<file path="src/sv/rsa_pkg.sv">
// Shared package for the RGB saturation adjuster.
// Holds the channel width, arithmetic widths and constants, and the payload and stage types.
// No dependencies.
package rsa_pkg;

	// Channel width and largest channel value.
	localparam int CHANNEL_BITS = 8;
	localparam int CH_MAX       = (1 << CHANNEL_BITS) - 1;

	// Percentage handling.
	localparam int PCT_W    = 7;
	localparam int PCT_FULL = 100;
	localparam int SN_FULL  = 9999;
	localparam int SN_W     = 14;

	// Positive path: k = D * sn over the divisor 2 * sd.
	localparam int DEN_W = 8;
	localparam int K_W   = CHANNEL_BITS + SN_W;

	// Negative path: blend sum and division by 100 through a reciprocal.
	localparam int NEG_W = CHANNEL_BITS + PCT_W;
	localparam int NEG_S = CHANNEL_BITS + 14;
	localparam int R_W   = NEG_S - 6;
	localparam int NP_W  = NEG_W + R_W;
	localparam longint unsigned NEG_R = ((64'd1 << NEG_S) + 64'd99) / 64'd100;

	// Configuration port.
	localparam int CFG_DATA_W = 8;

	// Pipeline depth of the front end and of the span stages.
	localparam int FRONT_STAGES = 5;
	localparam int SPAN_STAGES  = 2;

	typedef logic [CHANNEL_BITS-1:0] chan_t;
	typedef logic [PCT_W-1:0] pct_t;

	typedef struct packed {
		chan_t red_in;
		chan_t green_in;
		chan_t blue_in;
		logic  in_region;
	} pix_in_t;

	typedef struct packed {
		chan_t red_out;
		chan_t green_out;
		chan_t blue_out;
	} pix_out_t;

	typedef enum logic [0:0] {
		CFG_SATURATION = 1'b0,
		CFG_MASK       = 1'b1
	} cfg_idx_t;

	typedef enum logic [1:0] {
		MODE_PASS = 2'd0,
		MODE_POS  = 2'd1,
		MODE_NEG  = 2'd2
	} mode_t;

	typedef enum logic [1:0] {
		CH_RED   = 2'd0,
		CH_GREEN = 2'd1,
		CH_BLUE  = 2'd2
	} chan_idx_t;

	typedef struct packed {
		chan_t     mn;
		chan_t     md;
		chan_t     mx;
		chan_idx_t lo_idx;
		chan_idx_t md_idx;
		chan_idx_t hi_idx;
	} sort_t;

	// Per-pixel data carried alongside the dividers.
	typedef struct packed {
		chan_t red;
		chan_t green;
		chan_t blue;
		mode_t mode;
		sort_t srt;
		chan_t d;
		logic  ovf;
		chan_t neg_red;
		chan_t neg_green;
		chan_t neg_blue;
	} side_t;

	typedef struct packed {
		side_t            side;
		logic [K_W-1:0]   k;
		logic [DEN_W-1:0] den;
	} front_t;

	typedef struct packed {
		side_t side;
		chan_t nmin;
		chan_t nmax;
	} mid_side_t;

endpackage

</file>
<file path="src/sv/rsa_sort.sv">
// Three-channel ordering for the saturation adjuster: min, middle and max with their channels.
// Depends on rsa_pkg.
module rsa_sort (
	input  rsa_pkg::chan_t c0,
	input  rsa_pkg::chan_t c1,
	input  rsa_pkg::chan_t c2,
	output rsa_pkg::sort_t srt
);
	import rsa_pkg::*;

	// Red and green are compared first; green wins a tie for the max.
	// Blue only displaces the max or min when strictly beyond it.
	always_comb begin
		srt = '0;
		if (c0 > c1) begin
			srt.mx     = c0;
			srt.hi_idx = CH_RED;
			srt.mn     = c1;
			srt.lo_idx = CH_GREEN;
		end else begin
			srt.mx     = c1;
			srt.hi_idx = CH_GREEN;
			srt.mn     = c0;
			srt.lo_idx = CH_RED;
		end
		if (c2 > srt.mx) begin
			srt.md     = srt.mx;
			srt.md_idx = srt.hi_idx;
			srt.mx     = c2;
			srt.hi_idx = CH_BLUE;
		end else if (c2 < srt.mn) begin
			srt.md     = srt.mn;
			srt.md_idx = srt.lo_idx;
			srt.mn     = c2;
			srt.lo_idx = CH_BLUE;
		end else begin
			srt.md     = c2;
			srt.md_idx = CH_BLUE;
		end
	end

endmodule

</file>
<file path="src/sv/rsa_divider.sv">
// Pipelined restoring divider, one quotient bit per stage, with a sideband word kept in step.
// The dividend must be below divisor << QUOT_W for an exact result. Depends on nothing.
module rsa_divider #(
	parameter int DIVIDEND_W = 16,
	parameter int DIVISOR_W  = 8,
	parameter int QUOT_W     = 8,
	parameter int SIDE_W     = 1
) (
	input  logic                  clk,
	input  logic                  en,
	input  logic [DIVIDEND_W-1:0] dividend,
	input  logic [DIVISOR_W-1:0]  divisor,
	input  logic [SIDE_W-1:0]     side_in,
	output logic [QUOT_W-1:0]     quotient,
	output logic [DIVIDEND_W-1:0] remainder,
	output logic [SIDE_W-1:0]     side_out
);

	logic [DIVIDEND_W-1:0] rem_s   [QUOT_W];
	logic [DIVIDEND_W-1:0] rem_in  [QUOT_W];
	logic [QUOT_W-1:0]     quot_s  [QUOT_W];
	logic [QUOT_W-1:0]     quot_in [QUOT_W];
	logic [DIVISOR_W-1:0]  dvs_s   [QUOT_W];
	logic [DIVISOR_W-1:0]  dvs_in  [QUOT_W];
	logic [SIDE_W-1:0]     side_s  [QUOT_W];
	logic [SIDE_W-1:0]     side_pv [QUOT_W];

	// The first stage takes the operands; each later stage takes its predecessor.
	assign rem_in[0]  = dividend;
	assign quot_in[0] = '0;
	assign dvs_in[0]  = divisor;
	assign side_pv[0] = side_in;

	for (genvar j = 1; j < QUOT_W; j++) begin : g_link
		assign rem_in[j]  = rem_s[j-1];
		assign quot_in[j] = quot_s[j-1];
		assign dvs_in[j]  = dvs_s[j-1];
		assign side_pv[j] = side_s[j-1];
	end

	// Each stage tries one quotient bit, most significant first.
	for (genvar j = 0; j < QUOT_W; j++) begin : g_step
		localparam int B = QUOT_W - 1 - j;

		logic [DIVIDEND_W-1:0] dvs_sh;
		logic [DIVIDEND_W:0]   diff;
		logic [QUOT_W-1:0]     quot_nx;

		always_comb begin
			dvs_sh     = DIVIDEND_W'(dvs_in[j]) << B;
			diff       = {1'b0, rem_in[j]} - {1'b0, dvs_sh};
			quot_nx    = quot_in[j];
			quot_nx[B] = ~diff[DIVIDEND_W];
		end

		always_ff @(posedge clk) begin
			if (en) begin
				rem_s[j]  <= diff[DIVIDEND_W] ? rem_in[j] : diff[DIVIDEND_W-1:0];
				quot_s[j] <= quot_nx;
				dvs_s[j]  <= dvs_in[j];
				side_s[j] <= side_pv[j];
			end
		end
	end

	assign quotient  = quot_s[QUOT_W-1];
	assign remainder = rem_s[QUOT_W-1];
	assign side_out  = side_s[QUOT_W-1];

endmodule

</file>
<file path="src/sv/rsa_front.sv">
// Front end of the saturation adjuster: ordering, mode selection, the spread numerator and
// divisor for the positive path, and the complete blend for the negative path (five stages).
// Depends on rsa_pkg and rsa_sort.
module rsa_front (
	input  logic                                     clk,
	input  logic                                     en,
	input  rsa_pkg::pix_in_t                         pix,
	input  logic signed [rsa_pkg::CFG_DATA_W-1:0]    sat,
	input  logic                                     mask,
	output rsa_pkg::front_t                          fr
);
	import rsa_pkg::*;

	localparam logic signed [CFG_DATA_W-1:0] SAT_HI = CFG_DATA_W'(PCT_FULL);
	localparam logic signed [CFG_DATA_W-1:0] SAT_LO = -SAT_HI;

	sort_t                 srt_c;
	logic [CFG_DATA_W-1:0] abs_c;
	pct_t                  mag_c;
	mode_t                 mode_c;
	logic [CHANNEL_BITS:0] msum_c;

	side_t side_s1, side_s2, side_s3, side_s4, side_s5;
	side_t side_c1, side_c2, side_c3, side_c5;
	pct_t  mag_s1;
	logic  full_s1;
	chan_t m_s1;

	pct_t                 comp_c;
	logic [SN_W-1:0]      sn_c;
	logic [K_W-1:0]       k_s2, k_s3, k_s4, k_s5;
	logic [DEN_W-1:0]     den_s2, den_s3, den_s4, den_s5;
	logic [NEG_W-1:0]     pa_red_s2, pa_green_s2, pa_blue_s2, pm_s2;
	logic [NEG_W-1:0]     n_red_s3, n_green_s3, n_blue_s3;
	logic [NP_W-1:0]      np_red_s4, np_green_s4, np_blue_s4;

	rsa_sort u_sort (
		.c0  (pix.red_in),
		.c1  (pix.green_in),
		.c2  (pix.blue_in),
		.srt (srt_c)
	);

	// Stage 1: clamp the percentage to its range, pick the mode and order the channels.
	always_comb begin
		abs_c = sat[CFG_DATA_W-1] ? CFG_DATA_W'(-sat) : CFG_DATA_W'(sat);
		if (sat > SAT_HI || sat < SAT_LO) begin
			mag_c = PCT_W'(PCT_FULL);
		end else begin
			mag_c = abs_c[PCT_W-1:0];
		end
		if ((mask && !pix.in_region) || sat == '0) begin
			mode_c = MODE_PASS;
		end else if (!sat[CFG_DATA_W-1]) begin
			mode_c = MODE_POS;
		end else begin
			mode_c = MODE_NEG;
		end
		msum_c = {1'b0, srt_c.mn} + {1'b0, srt_c.mx};
		side_c1       = '0;
		side_c1.red   = pix.red_in;
		side_c1.green = pix.green_in;
		side_c1.blue  = pix.blue_in;
		side_c1.mode  = mode_c;
		side_c1.srt   = srt_c;
		side_c1.d     = srt_c.mx - srt_c.mn;
	end

	always_ff @(posedge clk) begin
		if (en) begin
			side_s1 <= side_c1;
			mag_s1  <= mag_c;
			full_s1 <= (mag_c == PCT_W'(PCT_FULL));
			m_s1    <= msum_c[CHANNEL_BITS:1];
		end
	end

	// Stage 2: spread numerator and divisor, and the blend products.
	always_comb begin
		comp_c  = PCT_W'(PCT_FULL) - mag_s1;
		sn_c    = full_s1 ? SN_W'(SN_FULL) : SN_W'(mag_s1);
		side_c2 = side_s1;
		// A grey pixel has no spread to scale and passes as it is.
		if (side_s1.mode == MODE_POS && side_s1.d == '0) begin
			side_c2.mode = MODE_PASS;
		end
	end

	always_ff @(posedge clk) begin
		if (en) begin
			side_s2     <= side_c2;
			k_s2        <= K_W'(side_s1.d) * K_W'(sn_c);
			den_s2      <= full_s1 ? DEN_W'(2) : {comp_c, 1'b0};
			pa_red_s2   <= NEG_W'(side_s1.red) * NEG_W'(comp_c);
			pa_green_s2 <= NEG_W'(side_s1.green) * NEG_W'(comp_c);
			pa_blue_s2  <= NEG_W'(side_s1.blue) * NEG_W'(comp_c);
			pm_s2       <= NEG_W'(m_s1) * NEG_W'(mag_s1);
		end
	end

	// Stage 3: blend sums, and whether the spread quotient exceeds the channel range.
	always_comb begin
		side_c3     = side_s2;
		side_c3.ovf = k_s2 >= (K_W'(den_s2) << CHANNEL_BITS);
	end

	always_ff @(posedge clk) begin
		if (en) begin
			side_s3     <= side_c3;
			k_s3        <= k_s2;
			den_s3      <= den_s2;
			n_red_s3    <= pa_red_s2 + pm_s2;
			n_green_s3  <= pa_green_s2 + pm_s2;
			n_blue_s3   <= pa_blue_s2 + pm_s2;
		end
	end

	// Stage 4: division by 100 as a multiplication by its scaled reciprocal.
	always_ff @(posedge clk) begin
		if (en) begin
			side_s4     <= side_s3;
			k_s4        <= k_s3;
			den_s4      <= den_s3;
			np_red_s4   <= NP_W'(n_red_s3) * NP_W'(R_W'(NEG_R));
			np_green_s4 <= NP_W'(n_green_s3) * NP_W'(R_W'(NEG_R));
			np_blue_s4  <= NP_W'(n_blue_s3) * NP_W'(R_W'(NEG_R));
		end
	end

	// Stage 5: drop the reciprocal's fraction bits to finish the blend.
	always_comb begin
		side_c5           = side_s4;
		side_c5.neg_red   = np_red_s4[NEG_S +: CHANNEL_BITS];
		side_c5.neg_green = np_green_s4[NEG_S +: CHANNEL_BITS];
		side_c5.neg_blue  = np_blue_s4[NEG_S +: CHANNEL_BITS];
	end

	always_ff @(posedge clk) begin
		if (en) begin
			side_s5 <= side_c5;
			k_s5    <= k_s4;
			den_s5  <= den_s4;
		end
	end

	assign fr.side = side_s5;
	assign fr.k    = k_s5;
	assign fr.den  = den_s5;

endmodule

</file>
<file path="src/sv/rsa_span.sv">
// New span of the positive path: clamped new min and max from the spread quotient, then the
// product that rescales the middle channel (two stages). Depends on rsa_pkg.
module rsa_span (
	input  logic                                  clk,
	input  logic                                  en,
	input  rsa_pkg::side_t                        side,
	input  rsa_pkg::chan_t                        quot,
	input  logic [rsa_pkg::K_W-1:0]               rem,
	output rsa_pkg::mid_side_t                    ms,
	output logic [2*rsa_pkg::CHANNEL_BITS-1:0]    prod
);
	import rsa_pkg::*;

	localparam int Q1_W = CHANNEL_BITS + 1;
	localparam int E2_W = CHANNEL_BITS + 2;

	logic [Q1_W-1:0] qs_c, mn_c, nmin_a_c;
	logic [E2_W-1:0] nmax_a_c, sum_c;
	logic            below_c, round_c, big_c;
	chan_t           nmin_c, nmax_c;

	mid_side_t ms_s1, ms_s2;
	chan_t     off_s1;
	logic [2*CHANNEL_BITS-1:0] prod_s2;

	// Stage 1: the quotient saturates at the channel range, which already forces both clamps.
	always_comb begin
		qs_c     = side.ovf ? {1'b1, {CHANNEL_BITS{1'b0}}} : {1'b0, quot};
		mn_c     = {1'b0, side.srt.mn};
		below_c  = qs_c > mn_c;
		// The lower end truncates toward zero, so a remainder lowers it by one more.
		round_c  = (rem != '0) && (qs_c < mn_c);
		nmin_a_c = mn_c - qs_c - Q1_W'(round_c);
		sum_c    = E2_W'(side.srt.mn) + E2_W'(side.srt.mx);
		nmax_a_c = below_c ? sum_c : E2_W'(side.srt.mx) + E2_W'(qs_c);
		big_c    = nmax_a_c > E2_W'(CH_MAX);
		if (big_c) begin
			nmax_c = chan_t'(CH_MAX);
			nmin_c = (sum_c > E2_W'(CH_MAX)) ? chan_t'(sum_c - E2_W'(CH_MAX)) : '0;
		end else begin
			nmax_c = nmax_a_c[CHANNEL_BITS-1:0];
			nmin_c = below_c ? '0 : nmin_a_c[CHANNEL_BITS-1:0];
		end
		if (nmax_c < nmin_c) begin
			nmax_c = nmin_c;
		end
	end

	always_ff @(posedge clk) begin
		if (en) begin
			ms_s1.side <= side;
			ms_s1.nmin <= nmin_c;
			ms_s1.nmax <= nmax_c;
			off_s1     <= side.srt.md - side.srt.mn;
		end
	end

	// Stage 2: offset of the middle channel times the new span.
	always_ff @(posedge clk) begin
		if (en) begin
			ms_s2   <= ms_s1;
			prod_s2 <= (2*CHANNEL_BITS)'(off_s1) * (2*CHANNEL_BITS)'(ms_s1.nmax - ms_s1.nmin);
		end
	end

	assign ms   = ms_s2;
	assign prod = prod_s2;

endmodule

</file>
<file path="src/sv/rgb_saturation_adjust.sv">
// Top level of the RGB saturation adjuster: configuration registers, pipeline control,
// dividers and the output skid buffer. Depends on rsa_pkg, rsa_front, rsa_divider and rsa_span.
//
// Usage:
// - pix carries one pixel and its region flag; a transfer happens when pix_valid and pix_ready
//   are both high. res carries the adjusted pixel under res_valid and res_ready.
// - cfg_index selects the saturation percentage (signed) or the mask enable; a transfer on the
//   cfg channel writes the register. cfg_ready is always high. Write only while the block is
//   empty.
// - One pixel can be taken every cycle while pix_ready is high. A pixel reaches res through
//   the five front stages, the spread-quotient divider, the two span stages, the middle-channel
//   rescale divider (both dividers one quotient bit per stage) and the output register.
// - All stages advance together. A two-entry output buffer holds results while res_ready is low;
//   pix_ready drops only when both entries are full, so one result may wait while the pipeline
//   still takes pixels, and nothing is lost or repeated.
// - Reset empties the pipeline and the output buffer and clears both registers, so pixels pass
//   unchanged until a saturation value is written.
module rgb_saturation_adjust (
	input  logic                               clk,
	input  logic                               arst_n,
	input  logic                               pix_valid,
	output logic                               pix_ready,
	input  rsa_pkg::pix_in_t                   pix,
	output logic                               res_valid,
	input  logic                               res_ready,
	output rsa_pkg::pix_out_t                  res,
	input  logic                               cfg_valid,
	output logic                               cfg_ready,
	input  rsa_pkg::cfg_idx_t                  cfg_index,
	input  logic [rsa_pkg::CFG_DATA_W-1:0]     cfg_data
);
	import rsa_pkg::*;

	localparam int NST    = FRONT_STAGES + 2*CHANNEL_BITS + SPAN_STAGES;
	localparam int QSIDE  = $bits(side_t);
	localparam int MSIDE  = $bits(mid_side_t);
	localparam int PROD_W = 2*CHANNEL_BITS;

	logic signed [CFG_DATA_W-1:0] sat_q;
	logic                         mask_q;

	logic           en, push, pop;
	logic [NST-1:0] vld_q;
	logic           spare_v_q;
	pix_out_t       res_q, spare_q, out_d;

	front_t            fr;
	logic [QSIDE-1:0]  qside_vec;
	side_t             qside;
	chan_t             qquot;
	logic [K_W-1:0]    qrem;
	mid_side_t         span_ms;
	logic [PROD_W-1:0] span_prod;
	logic [MSIDE-1:0]  mside_vec;
	mid_side_t         mside;
	chan_t             mquot;
	logic [PROD_W-1:0] mrem;
	logic [CHANNEL_BITS:0] mid_sum;
	chan_t             mid_new;

	function automatic chan_t place(chan_idx_t ch, sort_t s, chan_t lo, chan_t mid, chan_t hi);
		if (s.lo_idx == ch) begin
			return lo;
		end else if (s.hi_idx == ch) begin
			return hi;
		end
		return mid;
	endfunction

	// Configuration registers.
	assign cfg_ready = 1'b1;

	always_ff @(posedge clk or negedge arst_n) begin
		if (!arst_n) begin
			sat_q  <= '0;
			mask_q <= 1'b0;
		end else if (cfg_valid) begin
			unique case (cfg_index)
				CFG_SATURATION: sat_q  <= cfg_data;
				CFG_MASK:       mask_q <= cfg_data[0];
				default: ;
			endcase
		end
	end

	// The pipeline moves while the output buffer has its spare entry free.
	assign en        = !spare_v_q;
	assign pix_ready = en;
	assign push      = en && vld_q[NST-1];
	assign pop       = res_valid && res_ready;

	always_ff @(posedge clk or negedge arst_n) begin
		if (!arst_n) begin
			vld_q <= '0;
		end else if (en) begin
			vld_q <= {vld_q[NST-2:0], pix_valid};
		end
	end

	rsa_front u_front (
		.clk  (clk),
		.en   (en),
		.pix  (pix),
		.sat  (sat_q),
		.mask (mask_q),
		.fr   (fr)
	);

	// Spread quotient: k / (2 * sd), needed only up to the channel range.
	rsa_divider #(
		.DIVIDEND_W (K_W),
		.DIVISOR_W  (DEN_W),
		.QUOT_W     (CHANNEL_BITS),
		.SIDE_W     (QSIDE)
	) u_qdiv (
		.clk       (clk),
		.en        (en),
		.dividend  (fr.k),
		.divisor   (fr.den),
		.side_in   (fr.side),
		.quotient  (qquot),
		.remainder (qrem),
		.side_out  (qside_vec)
	);

	assign qside = qside_vec;

	rsa_span u_span (
		.clk  (clk),
		.en   (en),
		.side (qside),
		.quot (qquot),
		.rem  (qrem),
		.ms   (span_ms),
		.prod (span_prod)
	);

	// Middle-channel rescale: offset * span / D.
	rsa_divider #(
		.DIVIDEND_W (PROD_W),
		.DIVISOR_W  (CHANNEL_BITS),
		.QUOT_W     (CHANNEL_BITS),
		.SIDE_W     (MSIDE)
	) u_mdiv (
		.clk       (clk),
		.en        (en),
		.dividend  (span_prod),
		.divisor   (span_ms.side.d),
		.side_in   (span_ms),
		.quotient  (mquot),
		.remainder (mrem),
		.side_out  (mside_vec)
	);

	assign mside = mside_vec;

	// Final selection: put min, middle and max back on their channels, or take the blend.
	always_comb begin
		mid_sum = {1'b0, mside.nmin} + {1'b0, mquot};
		mid_new = mid_sum[CHANNEL_BITS] ? chan_t'(CH_MAX) : mid_sum[CHANNEL_BITS-1:0];
		case (mside.side.mode)
			MODE_POS: begin
				out_d.red_out   = place(CH_RED, mside.side.srt, mside.nmin, mid_new, mside.nmax);
				out_d.green_out = place(CH_GREEN, mside.side.srt, mside.nmin, mid_new,
					mside.nmax);
				out_d.blue_out  = place(CH_BLUE, mside.side.srt, mside.nmin, mid_new, mside.nmax);
			end
			MODE_NEG: begin
				out_d.red_out   = mside.side.neg_red;
				out_d.green_out = mside.side.neg_green;
				out_d.blue_out  = mside.side.neg_blue;
			end
			default: begin
				out_d.red_out   = mside.side.red;
				out_d.green_out = mside.side.green;
				out_d.blue_out  = mside.side.blue;
			end
		endcase
	end

	// Output buffer: res_q is shown on res, spare_q catches one result while res is stalled.
	always_ff @(posedge clk or negedge arst_n) begin
		if (!arst_n) begin
			res_valid <= 1'b0;
			spare_v_q <= 1'b0;
		end else if (!res_valid || pop) begin
			res_valid <= spare_v_q || push;
			spare_v_q <= 1'b0;
		end else if (push) begin
			spare_v_q <= 1'b1;
		end
	end

	always_ff @(posedge clk) begin
		if (!res_valid || pop) begin
			res_q <= spare_v_q ? spare_q : out_d;
		end else if (push) begin
			spare_q <= out_d;
		end
	end

	assign res = res_q;

	// The input is held off only while a result is waiting in the output register.
	a_stall_held: assert property (@(posedge clk) disable iff (!arst_n)
		!pix_ready |-> res_valid)
		else $error("input stalled with no result waiting");

	// A blended channel stays between the pixel's min and max.
	a_neg_bounds: assert property (@(posedge clk) disable iff (!arst_n)
		(vld_q[FRONT_STAGES-1] && fr.side.mode == MODE_NEG) |->
		(fr.side.neg_red >= fr.side.srt.mn && fr.side.neg_red <= fr.side.srt.mx &&
		fr.side.neg_green >= fr.side.srt.mn && fr.side.neg_green <= fr.side.srt.mx &&
		fr.side.neg_blue >= fr.side.srt.mn && fr.side.neg_blue <= fr.side.srt.mx))
		else $error("blended channel outside the pixel's range");

	// The new span is ordered and the rescaled middle offset fits inside it.
	a_span_fit: assert property (@(posedge clk) disable iff (!arst_n)
		(vld_q[NST-1] && mside.side.mode == MODE_POS) |->
		(mside.nmin <= mside.nmax && mquot <= chan_t'(mside.nmax - mside.nmin)))
		else $error("middle channel rescale outside the new span");

endmodule

</file>
<file path="config.mk">
export PLATFORM = sky130hd
export DESIGN_NAME = rgb_saturation_adjust
export DESIGN_NICKNAME = d
export VERILOG_FILES = /design/src/sv/rsa_pkg.sv /design/src/sv/rsa_sort.sv /design/src/sv/rsa_divider.sv /design/src/sv/rsa_front.sv /design/src/sv/rsa_span.sv /design/src/sv/rgb_saturation_adjust.sv
export SDC_FILE = /design/constraint.sdc
export NUM_CORES = 2
export LEC_CHECK = 0
export ABC_AREA = 1
export ABC_CLOCK_PERIOD_IN_PS = 85000
export BUFFER_PORTS_ARGS = -buffer_cell sky130_fd_sc_hd__buf_4
export CAP_MARGIN = 20
export CORE_ASPECT_RATIO = 1.2
export CORE_MARGIN = 4
export CORE_UTILIZATION = 49
export CTS_CLUSTER_SIZE = 8
export DETAILED_ROUTE_END_ITERATION = 8
export PLACE_DENSITY = 0.67
export RECOVER_POWER = 25
export SYNTH_ARGS = -nofsm -noshare
export SYNTH_HDL_FRONTEND = slang
export SYNTH_HIERARCHICAL = 1
export SYNTH_SLANG_ARGS = --single-unit
</file>
<file path="constraint.sdc">
create_clock -name clk -period 85 [get_ports clk]
set_input_delay 4.25 -clock clk [delete_from_list [all_inputs] [get_ports clk]]
set_output_delay 4.25 -clock clk [all_outputs]
set_load 0.02 [all_outputs]
</file>
Yosys cells after proc, flatten, opt, wreduce, memory -nomap -nowiden
Memories as Yosys holds them, arrays and structs flattened.
Index checks and enable logic that the tools add are counted.

cells by class
  reduce and logical (&&, ||, !) cells = 21
  $mul = 9
  bitwise operators = 18
  mux-type cells = 63
  equal/unequal tests = 8
  add/sub/neg operators = 31
  magnitude comparators = 11

operator list
  cell                      number
  $mux W22                  8
  $mux W8                   21
  $mux W16                  8
  $mul A15 B13 Y27 const B  3
  $mul A8 B7 Y15            4
  $pmux W24 S2              1
  $add A15 B15 Y15          3
  $add A8 B8 Y9             3
  $mux W24                  1
  $sub A8 B8 Y8             3
  $sub A22 B10 Y23          1
  $sub A22 B11 Y23          1
  $sub A22 B12 Y23          1
  $sub A22 B13 Y23          1
  $sub A22 B14 Y23          1
  $sub A22 B15 Y23          1
  $sub A22 B8 Y23           1
  $sub A22 B9 Y23           1
  $ge A22 B16 Y1            1
  $mul A8 B14 Y22           1
  $reduce_bool A22 Y1       1
  $mux W10                  2
  $not A1 Y1                18
  $sub A16 B10 Y17          1
  other kinds (37)          74

storage, ports and cells
  bits in registers = 985
  memories kept = 8
  output and inout bits = 27
  input bits = 39
  logic and storage cells = 299
  bits in writable memories = 2112

memory list
  memory           depth  width  rd ports  clocked after memory_dff  write ports  RTL line           source
  u_mdiv.side_s    8      105    8         0                         8            rsa_divider.sv:25  logic [SIDE_W-1:0] side_s [QUOT_W];
  u_qdiv.side_s    8      89     8         0                         8            rsa_divider.sv:25
  u_qdiv.rem_s     8      22     8         0                         8            rsa_divider.sv:19  logic [DIVIDEND_W-1:0] rem_s [QUOT_W];
  u_mdiv.rem_s     8      16     7         0                         8            rsa_divider.sv:19
  u_mdiv.dvs_s     8      8      7         0                         8            rsa_divider.sv:23  logic [DIVISOR_W-1:0] dvs_s [QUOT_W];
  u_mdiv.quot_s    8      8      8         0                         8            rsa_divider.sv:21  logic [QUOT_W-1:0] quot_s [QUOT_W];
  2 more memories  n/a    n/a    n/a       n/a                       n/a          n/a

Depth between registers and ports, before layout
An unclocked memory read counts as a cell.

  depth after elaboration = 9
  gate-level depth with buffers = 37
  mapped depth without buffers = 37

Hierarchy
The synthesis kept the hierarchy.

modules (own cells, without submodules)
  module                 instances  cells each  area each (um^2)  seq. area each (um^2)
  rsa_front              1          4090        43942.1           18257.5
  rsa_divider (u_mdiv)   1          2215        37526.0           31830.5
  rsa_divider (u_qdiv)   1          2448        37123.1           29428.2
  rsa_span               1          945         11880.1           7026.7
  rgb_saturation_adjust  1          588         4743.3            2292.2
  rsa_sort               1          216         1290.0            0.0

Worst setup path before layout
OpenSTA, ideal clock, no wires.

  kind = register to register
  start = register spare_v_q
  end = register u_front.den_s2[1] (enable)
  arrival time = 78349 ps
  cell stages (with the launch flop) = 3
  path slack = 2259 ps
  path through = dfrtp_1 -> inv_1 -> clkbuf_1

RTL lines
  element                 RTL line                      source
  from (decl)             rgb_saturation_adjust.sv:44   logic spare_v_q;
  from (signal assigned)  rgb_saturation_adjust.sv:185  spare_v_q <= 1'b0;
  from (signal assigned)  rgb_saturation_adjust.sv:188  spare_v_q <= 1'b0;
  from (signal assigned)  rgb_saturation_adjust.sv:190  spare_v_q <= 1'b1;
  to (signal assigned)    rsa_front.sv:93               den_s2 <= full_s1 ? DEN_W'(2) : {comp_c, 1'b0};
  to (decl)               rsa_front.sv:32               logic [DEN_W-1:0] den_s2, den_s3, den_s4, den_s5;

No word-level cell between the ends.

==> metrics.yaml <==
cp_cell_sequence: "buf_4 > inv_1 > ha_1 > nand2_2 > nor2_4 > nand2_1 > nand2_2 > nand2_4 > o21ai_0 > ha_1 > nand2_1 > nor2_1 > nand2_1 > o211ai_1 > nand2_1 > buf_4 > inv_1 > o21ai_0 > inv_1 > fa_1 > o21ai_2 > a21oi_1 > o21bai_1 > xor2_1"
fmax_mhz: 118
status: "complete, no violations"
crit_path_end_kind: "flip-flop"
r2r_slack_ns: 77.93
ios: 66
drt_wl_total_mm: 234
cp_slowest_cell: "o21ai_0"
critPathRequiredTime_ns: 85.61
clock_latency_ns: 0.87
fp.dieH_um: 560
cpLargestDelayFamily: "compound AO/OA/AOI/OAI gates"
hold_buffers: 0
htreeDepth: 5
drc_errors: 0
worst_r2r_endpoint: "u_span/prod[15]"
arrival_ns: 9.09
rsz0062_at_grt: "no"
n_fill_cell: 20700
tns_ns: 0
vias_per_cell: 4.99
grt_pass1_wl_mm: 380
first_iter_violations: 4105
gp_congestion: 0.904
cts_setup_buffers: 0
syn-num-nets: 11300
dr.pass1.iters: 5
cts-resized-gates: 0
synth_cells: 9987
finalCritPeriodShare: 0.0999
setup_viol: 0
clkSinkCount: 2588
grt_overflow: 0
fin_nets: 11700
hold_start: "u_qdiv/side_s[0][30]"
start_kind: "input port"
hold_class: "reg -> reg"
grt_start_max_net_pins: 206
cp_max_fo: 29
port_buffers: 64
cts_tree: "done"
worst_slew_pin_slew_ns: 1.11
slew_violations: 0
start_util: 0.493
antenna_left: 0
drv_cap: 0
numCtsBuffers: 368
wl_per_cell_um: 17.0
die-area_sq_mm: 0.262
die_x_um: 468
grt_pass1_vias: 71900
avgSynthCellArea_sq_um: 12.5
slowest_delay_ns: 0.60
layout-drive-gt1-share: 0.0801
clkSlewWorstSetupHoldPaths_ns: 0.05
min_to: "u_qdiv/side_s[0][119]"
period_minus_slack_ns: 8.49
syn2layout_area_growth_pct: 11.6
rr_startpoint: "u_span/ms_s1[2]"
worstSetupPathType: "in -> reg"
core_sq_mm: 0.253
cts.path.max_buffers: 4
hold_violations: 0
place_area_sq_mm: 0.129
relSlewSlack: 0.260
skew_ns: 0.0730
grt_usage: 0.181
syn_area_sq_mm: 0.125
dp_hpwl_mm: 172
crit_path_frequent_cell: "nand2_1"
postLayoutCellArea_sq_mm: 0.139
antenna_found_initial: 2
cts.root.buffer_cell: "clkbuf_16"
critPathBufInv: 5
num_rows: 202
ff2ff_path_depth: 31
hold_path_depth: 0
vias: 69000
yosysWarnings: 6
[metal layers]
metal	GRT usage	vias up	wire length, um
met5	0	-	0
met4	0.0753	0	10400
met3	0.0276	490	9010
met2	0.320	1308	119000
met1	0.221	32900	95900
li1	-	34200	-
[flip-flops by register name, summed over array words and instances (netlist names), 23 cells and up]
register and count:
u_qdiv/rem_s 176, u_front/fr 87, u_qdiv/quot_s 36, u_front/side_c3 62, u_qdiv/dvs_s 56, u_front/side_s3 63, u_qdiv/side_s 696, res 24
u_front/side_c5 63, vld_q 23, u_mdiv/side_s 560, u_span/ms_s1 78, spare_q 24, u_front/side_c2 60, u_span/ms 78, u_mdiv/quot_s 36
u_mdiv/dvs_s 56, u_mdiv/rem_s 112
[area by class of cell]
cell class,count,area (sq um),share of cell area
flip-flops and latches,2588,77500,0.558
multi-input cells,5631,40200,0.289
clock buffers,420,9510,0.0684
inverters,1686,6350,0.0456
well taps,3366,4210,0.0303
repair buffers,104,891,0.00641
clock inverters,25,374,0.00269
diodes,3,7.51,0.0000540
[placed cells by master (no fill, tap or decap), types with 97 or more instances in the layout]
cell / count
edfxtp_1: 2554
nand2_1: 1944
inv_1: 1640
ha_1: 804
nor2_1: 643
fa_1: 443
nand3_1: 390
clkbuf_16: 373
a21oi_1: 320
xor2_1: 152
o21ai_0: 151
nand4_1: 97
[worst max path at each step]
| stage | start | endpoint | slack [ns] | cells after the start |
|---|---|---|---|---|
| 4_1_cts | pix[16] | u_front/m_s1[5] | 76.58 | 24 |
| 3_5_place_dp | pix[16] | u_front/m_s1[5] | 75.60 | 24 |
| 6_report | pix[16] | u_front/m_s1[5] | 76.51 | 24 |
| 2_1_floorplan | spare_v_q | pix_ready | 12.51 | 2 |
| 5_1_grt | pix[16] | u_front/m_s1[5] | 76.13 | 24 |
| 3_3_place_gp | pix[10] | u_front/m_s1[5] | 75.69 | 26 |
[metrics by stage]
stage          instances  hold WS, ns  setup slack (ns)   util
2_1_floorplan       9987        0.400             12.51      -
3_3_place_gp       13400        0.400             75.69  0.511
3_5_place_dp       13400        0.405             75.60  0.511
4_1_cts            13800        0.380             76.58  0.550
5_1_grt            13800        0.383             76.13  0.550
6_report           13800        0.389             76.51  0.550
[worst register-to-register path, delay by kind of cell, from the launching register on]
family	cells	cell delay (ns)
buffers and inverters	4	0.27
and+or+nand+nor	8	0.65
adders and majority gates	7	3.08
DFF	1	0.40
AOI/OAI and AO/OA	10	1.79
xor gates and xnor gates	2	0.66
Power is not shown: default switching activity piles up to over one toggle a cycle in this logic, so the estimate is an artifact.
